`src/rtl/audio_loop_recorder_assert.svh`:
```
// Assertion macros for the audio loop recorder, clocked on clk_i and reset by rst_ni.
`ifndef AUDIO_LOOP_RECORDER_ASSERT_SVH
`define AUDIO_LOOP_RECORDER_ASSERT_SVH

`ifndef NO_ASSERTIONS
// Checked outside reset only
`define ALR_ASSERT(name, prop, msg) \
  name: assert property (@(posedge clk_i) disable iff (!rst_ni) (prop)) else $error(msg);
// Checked during reset as well
`define ALR_ASSERT_ALWAYS(name, prop, msg) \
  name: assert property (@(posedge clk_i) (prop)) else $error(msg);
`else
`define ALR_ASSERT(name, prop, msg)
`define ALR_ASSERT_ALWAYS(name, prop, msg)
`endif

`endif

```
`src/rtl/alr_pkg.sv`:
```
// Shared constants and types of the audio loop recorder.
package alr_pkg;

  // Default sizes
  localparam int unsigned LOOP_DEPTH_DEF  = 65536;
  localparam int unsigned SAMPLE_BITS_DEF = 16;

  // Capacity register
  localparam int unsigned    CAP_BITS  = 17;
  localparam logic [16:0]    CAP_RESET = 17'd65536;

  // Input item codes
  localparam logic [1:0] IN_SAMPLE = 2'd0;
  localparam logic [1:0] IN_STOP   = 2'd1;
  localparam logic [1:0] IN_RECORD = 2'd2;
  localparam logic [1:0] IN_PLAY   = 2'd3;

  // Looper state codes
  localparam logic [1:0] LM_STOP   = 2'd0;
  localparam logic [1:0] LM_RECORD = 2'd1;
  localparam logic [1:0] LM_PLAY   = 2'd2;

  // Loop RAM access for one sample
  typedef struct packed {
    logic rd;
    logic wr;
  } alr_mem_req_t;

  // Flags of the item waiting for its RAM read data
  typedef struct packed {
    logic valid;
    logic add;
  } alr_s1_ctl_t;

endpackage

```
`src/rtl/alr_ctrl.sv`:
```
// Looper control: mode, position, length, capacity and the read-wait stage.
module alr_ctrl
  import alr_pkg::*;
#(
  parameter int unsigned LOOP_DEPTH  = LOOP_DEPTH_DEF,
  parameter int unsigned SAMPLE_BITS = SAMPLE_BITS_DEF
) (
  input  logic                            clk_i,
  input  logic                            rst_ni,
  input  logic                            cfg_we_i,
  input  logic [CAP_BITS-1:0]             cfg_wdata_i,
  input  logic                            accept_i,
  input  logic [1:0]                      mode_i,
  input  logic signed [SAMPLE_BITS-1:0]   sample_i,
  input  logic                            advance_i,
  output alr_mem_req_t                    mem_req_o,
  output logic [$clog2(LOOP_DEPTH)-1:0]   mem_addr_o,
  output logic [SAMPLE_BITS-1:0]          mem_wdata_o,
  output alr_s1_ctl_t                     s1_ctl_o,
  output logic signed [SAMPLE_BITS-1:0]   s1_sample_o
);

  `include "audio_loop_recorder_assert.svh"

  localparam int unsigned AW   = $clog2(LOOP_DEPTH);
  localparam int unsigned LW   = $clog2(LOOP_DEPTH + 1);
  localparam int unsigned CMPW = (LW > CAP_BITS) ? LW : CAP_BITS;

  logic [1:0]          mode_q, mode_d;
  logic [AW-1:0]       pos_q, pos_d;
  logic [LW-1:0]       len_q, len_d;
  logic [CAP_BITS-1:0] cap_q;
  alr_s1_ctl_t         s1_q, s1_d;
  logic signed [SAMPLE_BITS-1:0] s1_sample_q;

  logic          is_sample;
  logic [LW-1:0] pos_inc;
  logic          cap_hit;
  logic          play_add;

  assign is_sample = (mode_i == IN_SAMPLE);
  assign pos_inc   = LW'(pos_q) + LW'(1);
  assign play_add  = (mode_q == LM_PLAY) && (len_q != '0);

  // Recording stops at the capacity or the loop depth, a zero capacity acting as one
  assign cap_hit = (cap_q == '0) || (CMPW'(pos_inc) >= CMPW'(cap_q)) ||
                   (pos_inc == LW'(LOOP_DEPTH));

  // RAM access: write while recording, read while playing a non-empty loop
  always_comb begin
    mem_req_o.wr = accept_i && is_sample && (mode_q == LM_RECORD);
    mem_req_o.rd = accept_i && is_sample && play_add;
  end
  assign mem_addr_o  = pos_q;
  assign mem_wdata_o = sample_i;

  // Next looper state
  always_comb begin
    mode_d = mode_q;
    pos_d  = pos_q;
    len_d  = len_q;
    if (accept_i) begin
      if (!is_sample) begin
        pos_d = '0;
        unique case (mode_i)
          IN_STOP:   mode_d = LM_STOP;
          IN_RECORD: mode_d = LM_RECORD;
          default:   mode_d = LM_PLAY;
        endcase
      end else begin
        unique case (mode_q)
          LM_PLAY: begin
            pos_d = (pos_inc >= len_q) ? '0 : pos_inc[AW-1:0];
          end
          LM_RECORD: begin
            len_d = pos_inc;
            if (cap_hit) begin
              mode_d = LM_PLAY;
              pos_d  = '0;
            end else begin
              pos_d = pos_inc[AW-1:0];
            end
          end
          default: begin
            pos_d = pos_q;
          end
        endcase
      end
    end
  end

  // Read-wait stage: filled by a sample, drained when the output takes it
  always_comb begin
    s1_d = s1_q;
    if (accept_i && is_sample) begin
      s1_d.valid = 1'b1;
      s1_d.add   = play_add;
    end else if (advance_i) begin
      s1_d.valid = 1'b0;
    end
  end

  always_ff @(posedge clk_i or negedge rst_ni) begin
    if (!rst_ni) begin
      mode_q <= LM_STOP;
      pos_q  <= '0;
      len_q  <= '0;
      cap_q  <= CAP_RESET;
      s1_q   <= '0;
    end else begin
      mode_q <= mode_d;
      pos_q  <= pos_d;
      len_q  <= len_d;
      s1_q   <= s1_d;
      if (cfg_we_i) begin
        cap_q <= cfg_wdata_i;
      end
    end
  end

  // Sample payload needs no reset
  always_ff @(posedge clk_i) begin
    if (accept_i && is_sample) begin
      s1_sample_q <= sample_i;
    end
  end

  assign s1_ctl_o    = s1_q;
  assign s1_sample_o = s1_sample_q;

  `ALR_ASSERT(a_pos_in_loop, (mode_q == LM_PLAY && len_q != '0) |-> (LW'(pos_q) < len_q), "play position outside loop")
  `ALR_ASSERT(a_rd_wr_excl, !(mem_req_o.rd && mem_req_o.wr), "loop RAM read and write together")
  `ALR_ASSERT(a_len_follows_wr, mem_req_o.wr |=> (len_q == LW'($past(pos_q)) + LW'(1)), "loop length not updated by record")
  `ALR_ASSERT_ALWAYS(a_no_add_when_empty, (s1_q.valid && s1_q.add) |-> (len_q != '0 || !rst_ni), "loop added while empty")

endmodule

```
`config.mk`:
```
export PLATFORM = sky130hd
export DESIGN_NAME = alr_ctrl
export DESIGN_NICKNAME = d
export VERILOG_FILES = /design/src/rtl/alr_pkg.sv /design/src/rtl/alr_ctrl.sv
export VERILOG_INCLUDE_DIRS = /design/src /design/src/rtl
export SDC_FILE = /design/constraint.sdc
export NUM_CORES = 1
export LEC_CHECK = 0
export ABC_AREA = 1
export BUFFER_PORTS_ARGS = -buffer_cell sky130_fd_sc_hd__buf_4
export CORE_MARGIN = 2
export CORE_UTILIZATION = 50
export DETAILED_ROUTE_END_ITERATION = 16
export PLACE_DENSITY_LB_ADDON = 0.2
export SYNTH_ARGS = -nofsm -noshare
export SYNTH_HDL_FRONTEND = slang
export SYNTH_SLANG_ARGS = --single-unit
```
`constraint.sdc`:
```
create_clock -name clk_i -period 2.6 [get_ports clk_i]
set_clock_uncertainty 0.1 [all_clocks]
set_input_delay 0.39 -clock clk_i [delete_from_list [all_inputs] [get_ports clk_i]]
set_output_delay 0.39 -clock clk_i [all_outputs]
set_load 0.01 [all_outputs]
```
## Yosys cells after proc, flatten, opt, wreduce, memory -nomap -nowiden

Cells that the tools add are included.

| operators by class | value |
|---|---|
| add/subtract/negate cells | 1 |
| order comparisons | 2 |
| equality and inequality tests | 8 |
| mux-type cells | 10 |
| reduce and logical (&&, ||, !) cells | 13 |

Operators with widths:

| operator | number |
|---|---|
| 16-bit two-way mux | 3 |
| 17-bit greater-or-equal comparator | 2 |
| 16-bit one-hot mux with 2 select lines | 1 |
| 16-bit by 1-bit adder with 17-bit output, second input constant | 1 |
| 17-bit equality test, second input constant | 1 |
| 17-bit logical NOT | 1 |
| 17-bit nonzero test | 1 |
| 2-bit two-way mux | 3 |
| 3-bit AND reduction | 2 |
| 2-bit by 1-bit equality test with 1-bit output, second input constant | 2 |
| 2-bit equality test, second input constant | 2 |
| 1-bit logical AND | 4 |
| 2-bit by 1-bit != test with 1-bit output, second input constant | 2 |
| 2-bit one-hot mux with 2 select lines | 1 |
| 3-bit by 1-bit != test with 1-bit output, second input constant | 1 |
| 2-bit logical NOT | 1 |
| 1-bit logical OR | 2 |
| 1-bit two-way mux | 2 |
| 2-bit AND reduction | 1 |
| 2-bit nonzero test | 1 |

| storage, ports and cells | value |
|---|---|
| register bits | 70 |
| input port bits | 40 |
| logic and storage cells | 41 |

## Depth between registers and ports, before layout

Gate-level depths: netlist (run 1).

| logic depth | value |
|---|---|
| word-level depth | 7 |
| depth in mapped cells | 21 |
| gate-level depth less buffers | 20 |

## Worst setup path after synthesis (run 1)

OpenSTA, ideal clock, no wires.

| timing path | value |
|---|---|
| path kind | flip-flop to flip-flop |
| from | register pos_q[0], in the netlist mem_addr_o[0] |
| to | register pos_q[10], in the netlist mem_addr_o[10] |
| library setup time | 0.116 ns |
| arrival | 2.604 ns |
| data required time | 2.384 ns |
| path slack | -0.220 ns |
| stages on the path, launching flop included | 19 |
| path buffers | 1 |
| period minus slack after synthesis | 2.820 ns |
| cells stage by stage | dfrtp_1 > ha_1 > nand3_2 > nor2_1 > xor2_1 > inv_1 > ha_1 > nand2_1 > nor2_1 > nand2_1 > a21oi_1 > nor2_1 > nand3_1 > nand2_1 > nand3_4 > nand2_4 > buf_6 > nand2_1 > nand2_1 |

| between the ends | value |
|---|---|
| cells in the longest elaborated chain, start to end | 7 |
| elaborated cells between the ends (all ways) | 10 |

Ends and longest elaborated chain:

| item | line | text |
|---|---|---|
| start, declared | alr_ctrl.sv:30 | `logic [AW-1:0] pos_q, pos_d;` |
| start signal, assigned | alr_ctrl.sv:112 | `pos_q <= pos_d;` |
| 16-bit by 1-bit adder with 17-bit output (*) | alr_ctrl.sv:42 | `assign pos_inc = LW'(pos_q) + LW'(1);` |
| named net pos_inc[6] | alr_ctrl.sv:37 | `logic [LW-1:0] pos_inc;` |
| 17-bit greater-or-equal comparator | alr_ctrl.sv:46 | `assign cap_hit = (cap_q == '0) \|\| (CMPW'(pos_inc) >= CMPW'(cap_q)) \|\|` |
| 1-bit logical OR (2 in series) | alr_ctrl.sv:46 |  |
| 16-bit two-way mux | alr_ctrl.sv:77 | `if (cap_hit) begin` |
| 16-bit one-hot mux with 2 select lines (*) | alr_ctrl.sv:71 | `unique case (mode_q)` |
| 16-bit two-way mux (*) | alr_ctrl.sv:63 | `if (!is_sample) begin` |

The timed path passes the listed nets; every way through them passes the cells marked *.
A chain may end at the register's enable or synchronous reset.

## Final worst setup path (run 1)

| timing path | value |
|---|---|
| from | register pos_q[3], in the netlist mem_addr_o[3] |
| to | register pos_q[4], in the netlist mem_addr_o[4] |

The elaborated chain is that of the path after synthesis.

==> results of run 1 <==
==> layer usage <==
layer  wire [µm]  vias up  global-route usage
met3        1310       65             0.06170
met2        7393      242              0.4995
met1        6016     2293              0.3748
li1            -     2189                   -
met4         746        0              0.1128
met5           0        -                   0
==> cells in the mapped netlist, drive strengths merged <==
library cell,number,area (µm²)
xor2,2,17.52
nand4,14,87.58
dfstp,1,26.28
a21o,2,15.01
nor2,45,176.4
inv,81,304.0
o2111ai,1,8.760
ha,38,475.5
edfxtp,16,480.5
o21bai,3,22.52
nand2,205,784.5
o21ai,41,205.2
nand3,21,137.6
dfrtp,53,1326
and2,2,12.51
a21oi,29,145.1
nor3,2,15.01
clkinv,1,5.000
clkbuf,8,30.03
nor4,4,25.02
mux2,1,11.26
xnor2,4,42.55
o21a,1,7.510
buf,19,143.9
==> how the worst min path moves through the flow <==
stage | endpoint | slack, ns | depth (start not counted)
3_5_place_dp | mode_q[0] | 0.37 | 2
2_1_floorplan | cap_q[0] | -0.006 | 0
6_report | s1_sample_o[6] | 0.11 | 1
5_1_grt | s1_sample_o[6] | 0.1 | 1
4_1_cts | s1_sample_o[2] | 0.10 | 1
3_3_place_gp | mode_q[0] | 0.36 | 2
==> cell families (layout without fill, tap and decap cells) <==
group,after synthesis,in the layout,synth area share
buffers and inverters,109,263,0.1072
AND/OR/NAND/NOR,293,294,0.2749
flip-flops,70,70,0.4068
adder cells (fa/ha/maj),38,38,0.1055
AO/OA/AOI/OAI,77,77,0.08970
multiplexers,1,1,0.002499
XOR/XNOR,6,6,0.01333
==> worst max-delay path: cells and delay by family (launching register included) <==
family	cells	cell delay (ns)
simple gates	16	1.63
flops	1	0.40
buf+inv	4	0.39
fa+ha+maj	1	0.29
==> per-stage QoR <==
step / instances / total power [W] / instance area, µm²
after floorplan: 594 / 0.001818 / 4574
after global placement: 821 / 0.002082 / 5638
after detailed placement: 821 / 0.002115 / 5638
after CTS: 846 / 0.003317 / 6265
after global routing: 857 / 0.003635 / 6729
final: 857 / 0.003478 / 6729
==> final cells by class <==
type	instances	area, µm²	share of cell area
Multi-Input combinational cell	416	2873	0.4269
Sequential cell	70	1837	0.2730
Timing Repair Buffer	165	1313	0.1951
Inverter	82	320.3	0.04760
Tap cell	108	135.1	0.02008
Clock inverter	7	127.6	0.01897
Clock buffer	9	123.9	0.01841
==> timing repair <==
action | in CTS | in global routing
endpoints found under the hold margin | 4 | 0
endpoints found under the setup margin | 18 | 18
pin swaps | 19 | 45
gates cloned | 1 | 1
buffers inserted | 10 | 11
resized for setup | 48 | 91
hold buffers | 1 | 0
==> power by group <==
part	internal, W	leakage [nW]	total, W	switching (W)
registers	0.00125	0.836	0.00134	0.0000833
logic	0.000405	2.44	0.000978	0.000573
clock network	0.000653	0.126	0.00116	0.000510
total	0.00231	3.40	0.00348	0.00117
==> flip-flops by register name (all words and copies together), names as in the netlist <==
signal,flops
s1_ctl_o,2
len_q,17
cap_q,17
mem_addr_o,16
s1_sample_o,16
mode_q,2
==> cells in the final DEF, fill, tap and decap left out, types with 4 or more instances in the layout <==
master    Yosys  final
nand2_1     201    167
buf_4        17    154
inv_1        78     72
dfrtp_1      53     50
o21ai_0      41     36
nor2_1       42     29
nand2_2       3     22
ha_1         38     20
a21oi_1      29     19
ha_4          0     18
nand2_4       1     16
edfxtp_1     16     16
nand4_1      14     14
nand3_1      16     10
clkbuf_8      0      9
nor2_2        3      8
nor2_4        0      8
nand3_2       4      7
buf_6         1      7
inv_2         3      6
a21oi_2       0      5
a21oi_4       0      5
nand3_4       1      4
nor4_1        4      4
==> results.json, run 1 <==
{
  "fillers": 576,
  "synth_area_um2": 4506,
  "htree_levels": 3,
  "ys_seq_area_frac": 0.4068,
  "cts_buffers": 9,
  "port-buffer-count": 91,
  "clk_pin_slew_ns": 0.09,
  "first_pass_iters": 5,
  "die_h_um": 98.93,
  "fin_setup_tns_ns": -5.328,
  "ys_seq_elements": 70,
  "antenna_left": 0,
  "crit_path_start": "mem_addr_o[3]",
  "cts_root_buf": "clkbuf_8",
  "hold_ws_ns": 0.1123,
  "crit_path_end": "mem_addr_o[4]",
  "crit_type": "reg2reg",
  "grt.total_usage": 0.2963,
  "avgSynthCellArea_um2": 7.585,
  "finalHoldViolations": 0,
  "gp_routability_congestion": 0.8979,
  "syn_inst": 594,
  "crit_fanout": 7,
  "drv_cap": 0,
  "reg2reg_slack_ns": -0.36,
  "rsz0062_at_grt": "true",
  "rr_startpoint": "mem_addr_o[3]",
  "grt_max_degree": 55,
  "crit_slowest_cell": "dfrtp_1",
  "antenna_found_initial": 0,
  "fin_nets": 822,
  "critPathArrivalTime_ns": 3.11,
  "grt_pass1_wl_um": 22720,
  "setup-violations-final": 18,
  "fin_crit_ns": 2.957,
  "violations": "negative setup slack",
  "cts_buffer_depth": 2,
  "synthesis.nets": 672,
  "cp-start-kind": "register",
  "initial_utilization": 0.5166,
  "cellLeakagePower_nw": 3.400,
  "die_area_um2": 9786,
  "vdd_drop_max_mv": 0.2810,
  "synth_cell_types": 34,
  "grt_pass1_vias": 4513,
  "reg2reg_to": "mem_addr_o[4]",
  "pin_count": 92,
  "diodes": 0,
  "ys_warn_count": 0,
  "dp_hpwl_um": 9625,
  "num_rows": 34,
  "worstSetupEndpointType": "register",
  "vias": 4789,
  "hold_start": "sample_i[6]",
  "grt-ovfl-total": 0,
  "cts.sinks": 70,
  "wl_per_cell_um": 18.05,
  "drt_iter0_markers": 374,
  "coreArea_um2": 8721,
  "area_growth_syn_to_layout_pct": 49.35,
  "final_max_slew_viol_count": 0,
  "reg2reg_depth": 21,
  "die_w_um": 98.93,
  "dp_slack_ns": -0.2381,
  "fin_ws_ns": -0.3572,
  "fmax_mhz": 338.2,
  "min_path_type": "in2reg",
  "final_layout_size_suffix_gt1_frac": 0.3979,
  "viasPerCell": 5.588,
  "status": "complete, but fails checks",
  "drc": 0,
  "finalCritPeriodShare": 1.137,
  "path_cells": "buf_4 > buf_6 > nand3_4 > inv_2 > nand2_4 > nor2_4 > nand2_1 > nand2_2 > inv_4 > ha_4 > nand2_4 > nor2_4 > nand3_1 > nand2_1 > nor2_1 > nand3_2 > nand2_2 > nand3_4 > nand2_8 > nand2_4 > nand2_1",
  "critical-path-max-stage-delay_ns": 0.40,
  "powerDensity_nw_per_um2": 516.9,
  "cts_tree": "done",
  "wirelength_um": 15470,
  "max_slew.worst_pin.slew_ns": 0.7099,
  "slew_headroom": 0.5267,
  "postLayoutCoreUtil": 0.7716,
  "cp.required_ns": 2.75,
  "clk-insertion-delay-late_ns": 0.37
}
Power figures use the tool's default switching activity.
==> inputs of run 2 (changes only) <==
--- a/config.mk
+++ b/config.mk
@@ -12,6 +12,8 @@
 export CORE_UTILIZATION = 50
 export DETAILED_ROUTE_END_ITERATION = 16
 export PLACE_DENSITY_LB_ADDON = 0.2
+export SETUP_SLACK_MARGIN = 0.5
+export SKIP_CTS_REPAIR_TIMING = 1
 export SYNTH_ARGS = -nofsm -noshare
 export SYNTH_HDL_FRONTEND = slang
 export SYNTH_SLANG_ARGS = --single-unit
==> results.json, run 2 (synthesis results as in run 1) <==
{
  "die_h_um": 98.93,
  "crit_family": "simple AND/OR/NAND/NOR gates",
  "die_area_um2": 9786,
  "worstSetupEndpointType": "register",
  "drt_iter0_markers": 243,
  "coreArea_um2": 8721,
  "crit_path_frequent_cell": "nand4_1",
  "antenna_left": 0,
  "final_layout_size_suffix_gt1_frac": 0.3817,
  "violations": "negative hold slack, negative setup slack",
  "clk_pin_slew_ns": 0.09,
  "crit_type": "reg2reg",
  "grt-ovfl-total": 0,
  "initial_utilization": 0.5166,
  "crit_fanout": 8,
  "finalCritPeriodShare": 1.117,
  "cts_buffers": 9,
  "cellLeakagePower_nw": 3.254,
  "finalHoldViolations": 22,
  "grt_max_degree": 55,
  "setup-violations-final": 18,
  "crit_slowest_cell": "dfrtp_2",
  "first_pass_iters": 5,
  "port-buffer-count": 91,
  "reg.largest.list": "cap_q x17, len_q x17",
  "final_common_cell": "nand2_1",
  "area_growth_syn_to_layout_pct": 42.93,
  "dp_hpwl_um": 9962,
  "fmax_mhz": 344.5,
  "path_cells": "nand2_2 > inv_1 > nand2_2 > nor2_4 > nand4_1 > xnor2_4 > ha_4 > nand2_4 > nor2_4 > and2_4 > nand4_1 > nand4_1 > buf_6 > buf_12 > a21oi_2 > nand2_1 > nand2_1",
  "rsz0062_at_grt": "true",
  "slew_headroom": 0.5221,
  "cts_tree": "done",
  "viasPerCell": 5.275,
  "status": "complete, but fails checks",
  "critPathArrivalTime_ns": 3.10,
  "cts.sinks": 70,
  "wl_per_cell_um": 16.38,
  "grt_pass1_wl_um": 20460,
  "num_rows": 34,
  "antenna_found_initial": 0,
  "cp.required_ns": 2.79,
  "wirelength_um": 13960,
  "grt_pass1_vias": 4174,
  "max_slew.worst_pin.slew_ns": 0.7169,
  "gp_routability_congestion": 0.9257,
  "htree_levels": 3,
  "clk-insertion-delay-late_ns": 0.35,
  "final_cell_mix": "nand2_1, buf_4, inv_1",
  "critical-path-max-stage-delay_ns": 0.42,
  "p_total_w": 0.003196,
  "min_path_type": "in2async",
  "hold_ws_ns": -0.009592,
  "cp-start-kind": "register",
  "powerDensity_nw_per_um2": 496.3,
  "vias": 4494,
  "pin_count": 92,
  "fin_nets": 817,
  "drc": 0,
  "die_w_um": 98.93,
  "cts_root_buf": "clkbuf_8",
  "final_max_slew_viol_count": 0,
  "grt.total_usage": 0.2653,
  "cts_buffer_depth": 2,
  "fin_crit_ns": 2.903,
  "diodes": 0,
  "fin_ws_ns": -0.3029,
  "drv_cap": 0,
  "vdd_drop_max_mv": 0.2453,
  "fin_setup_tns_ns": -4.768,
  "crit_buf_inv": 3
}
[run 2: changes by cell type in the layout (fill, tap and decap cells not counted), sizes merged]
cell | previous run | this run
clkinv | 2 | 5
inv | 84 | 82
bufinv | 3 | 1
clkbuf | 9 | 10
clkinvlp | 0 | 1
buf | 164 | 160
nand2 | 206 | 205
dlygate4sd3 | 1 | 0
[run 2: power breakdown]
| part | switching, W | total [W] | internal, W | leakage (nW) |
|---|---|---|---|---|
| clock network | 0.000468 | 0.000915 | 0.000447 | 0.0996 |
| logic | 0.000540 | 0.000932 | 0.000392 | 2.32 |
| registers | 0.0000946 | 0.00135 | 0.00125 | 0.833 |
| total | 0.00110 | 0.00320 | 0.00209 | 3.25 |
[run 2: final timing paths]
kind,startpoint,end,slack [ns],depth (start not counted)
max,mem_addr_o[4],mem_addr_o[13],-0.30,17
min,rst_ni,len_q[1],-0.01,1
max reg2reg,mem_addr_o[4],mem_addr_o[13],-0.30,17
min reg2reg,s1_ctl_o[0],s1_ctl_o[0],0.40,2
max in group asynchronous,rst_ni,mem_addr_o[3],1.89,1
min in group clk_i,sample_i[4],s1_sample_o[4],0.12,1
[run 2: final cells by class]
| type | instances | area [µm²] |
|---|---|---|
| multi-input cells | 415 | 2698 |
| fillers | 650 | 2281 |
| flip-flops and latches | 70 | 1839 |
| repair buffers | 161 | 1254 |
| inverters | 82 | 316.6 |
| well taps | 108 | 135.1 |
| clock buffers | 9 | 123.9 |
| clock inverters | 7 | 73.82 |
[run 2: layer usage]
| metal | wire length, µm | global-route usage |
|---|---|---|
| met1 | 6023 | 0.3574 |
| met2 | 6512 | 0.4246 |
| met3 | 835 | 0.03972 |
| met4 | 584 | 0.1180 |
| met5 | 0 | 0 |
[run 2: worst register-to-register path: stages (launching register included)]
cell,delay (ns)
dfrtp_2,0.42
nand2_2,0.10
inv_1,0.08
nand2_2,0.07
nor2_4,0.12
nand4_1,0.23
xnor2_4,0.40
ha_4,0.28
nand2_4,0.08
nor2_4,0.04
and2_4,0.16
nand4_1,0.07
nand4_1,0.12
buf_6,0.16
buf_12,0.15
a21oi_2,0.15
nand2_1,0.07
nand2_1,0.06
[run 2: metrics by stage]
stage               utilization  hold slack (ns)  instance area (µm²)  cells  worst slack (ns)
floorplan                     -        -0.005591                 4623    594           0.03238
global placement         0.6529           0.3612                 5694    822           -0.3409
detailed placement       0.6529           0.3860                 5694    822           -0.3728
CTS                      0.6756         0.009983                 5892    838           -0.4091
global route             0.7385          0.04954                 6440    852           -0.4052
finish                   0.7385        -0.009592                 6440    852           -0.3029
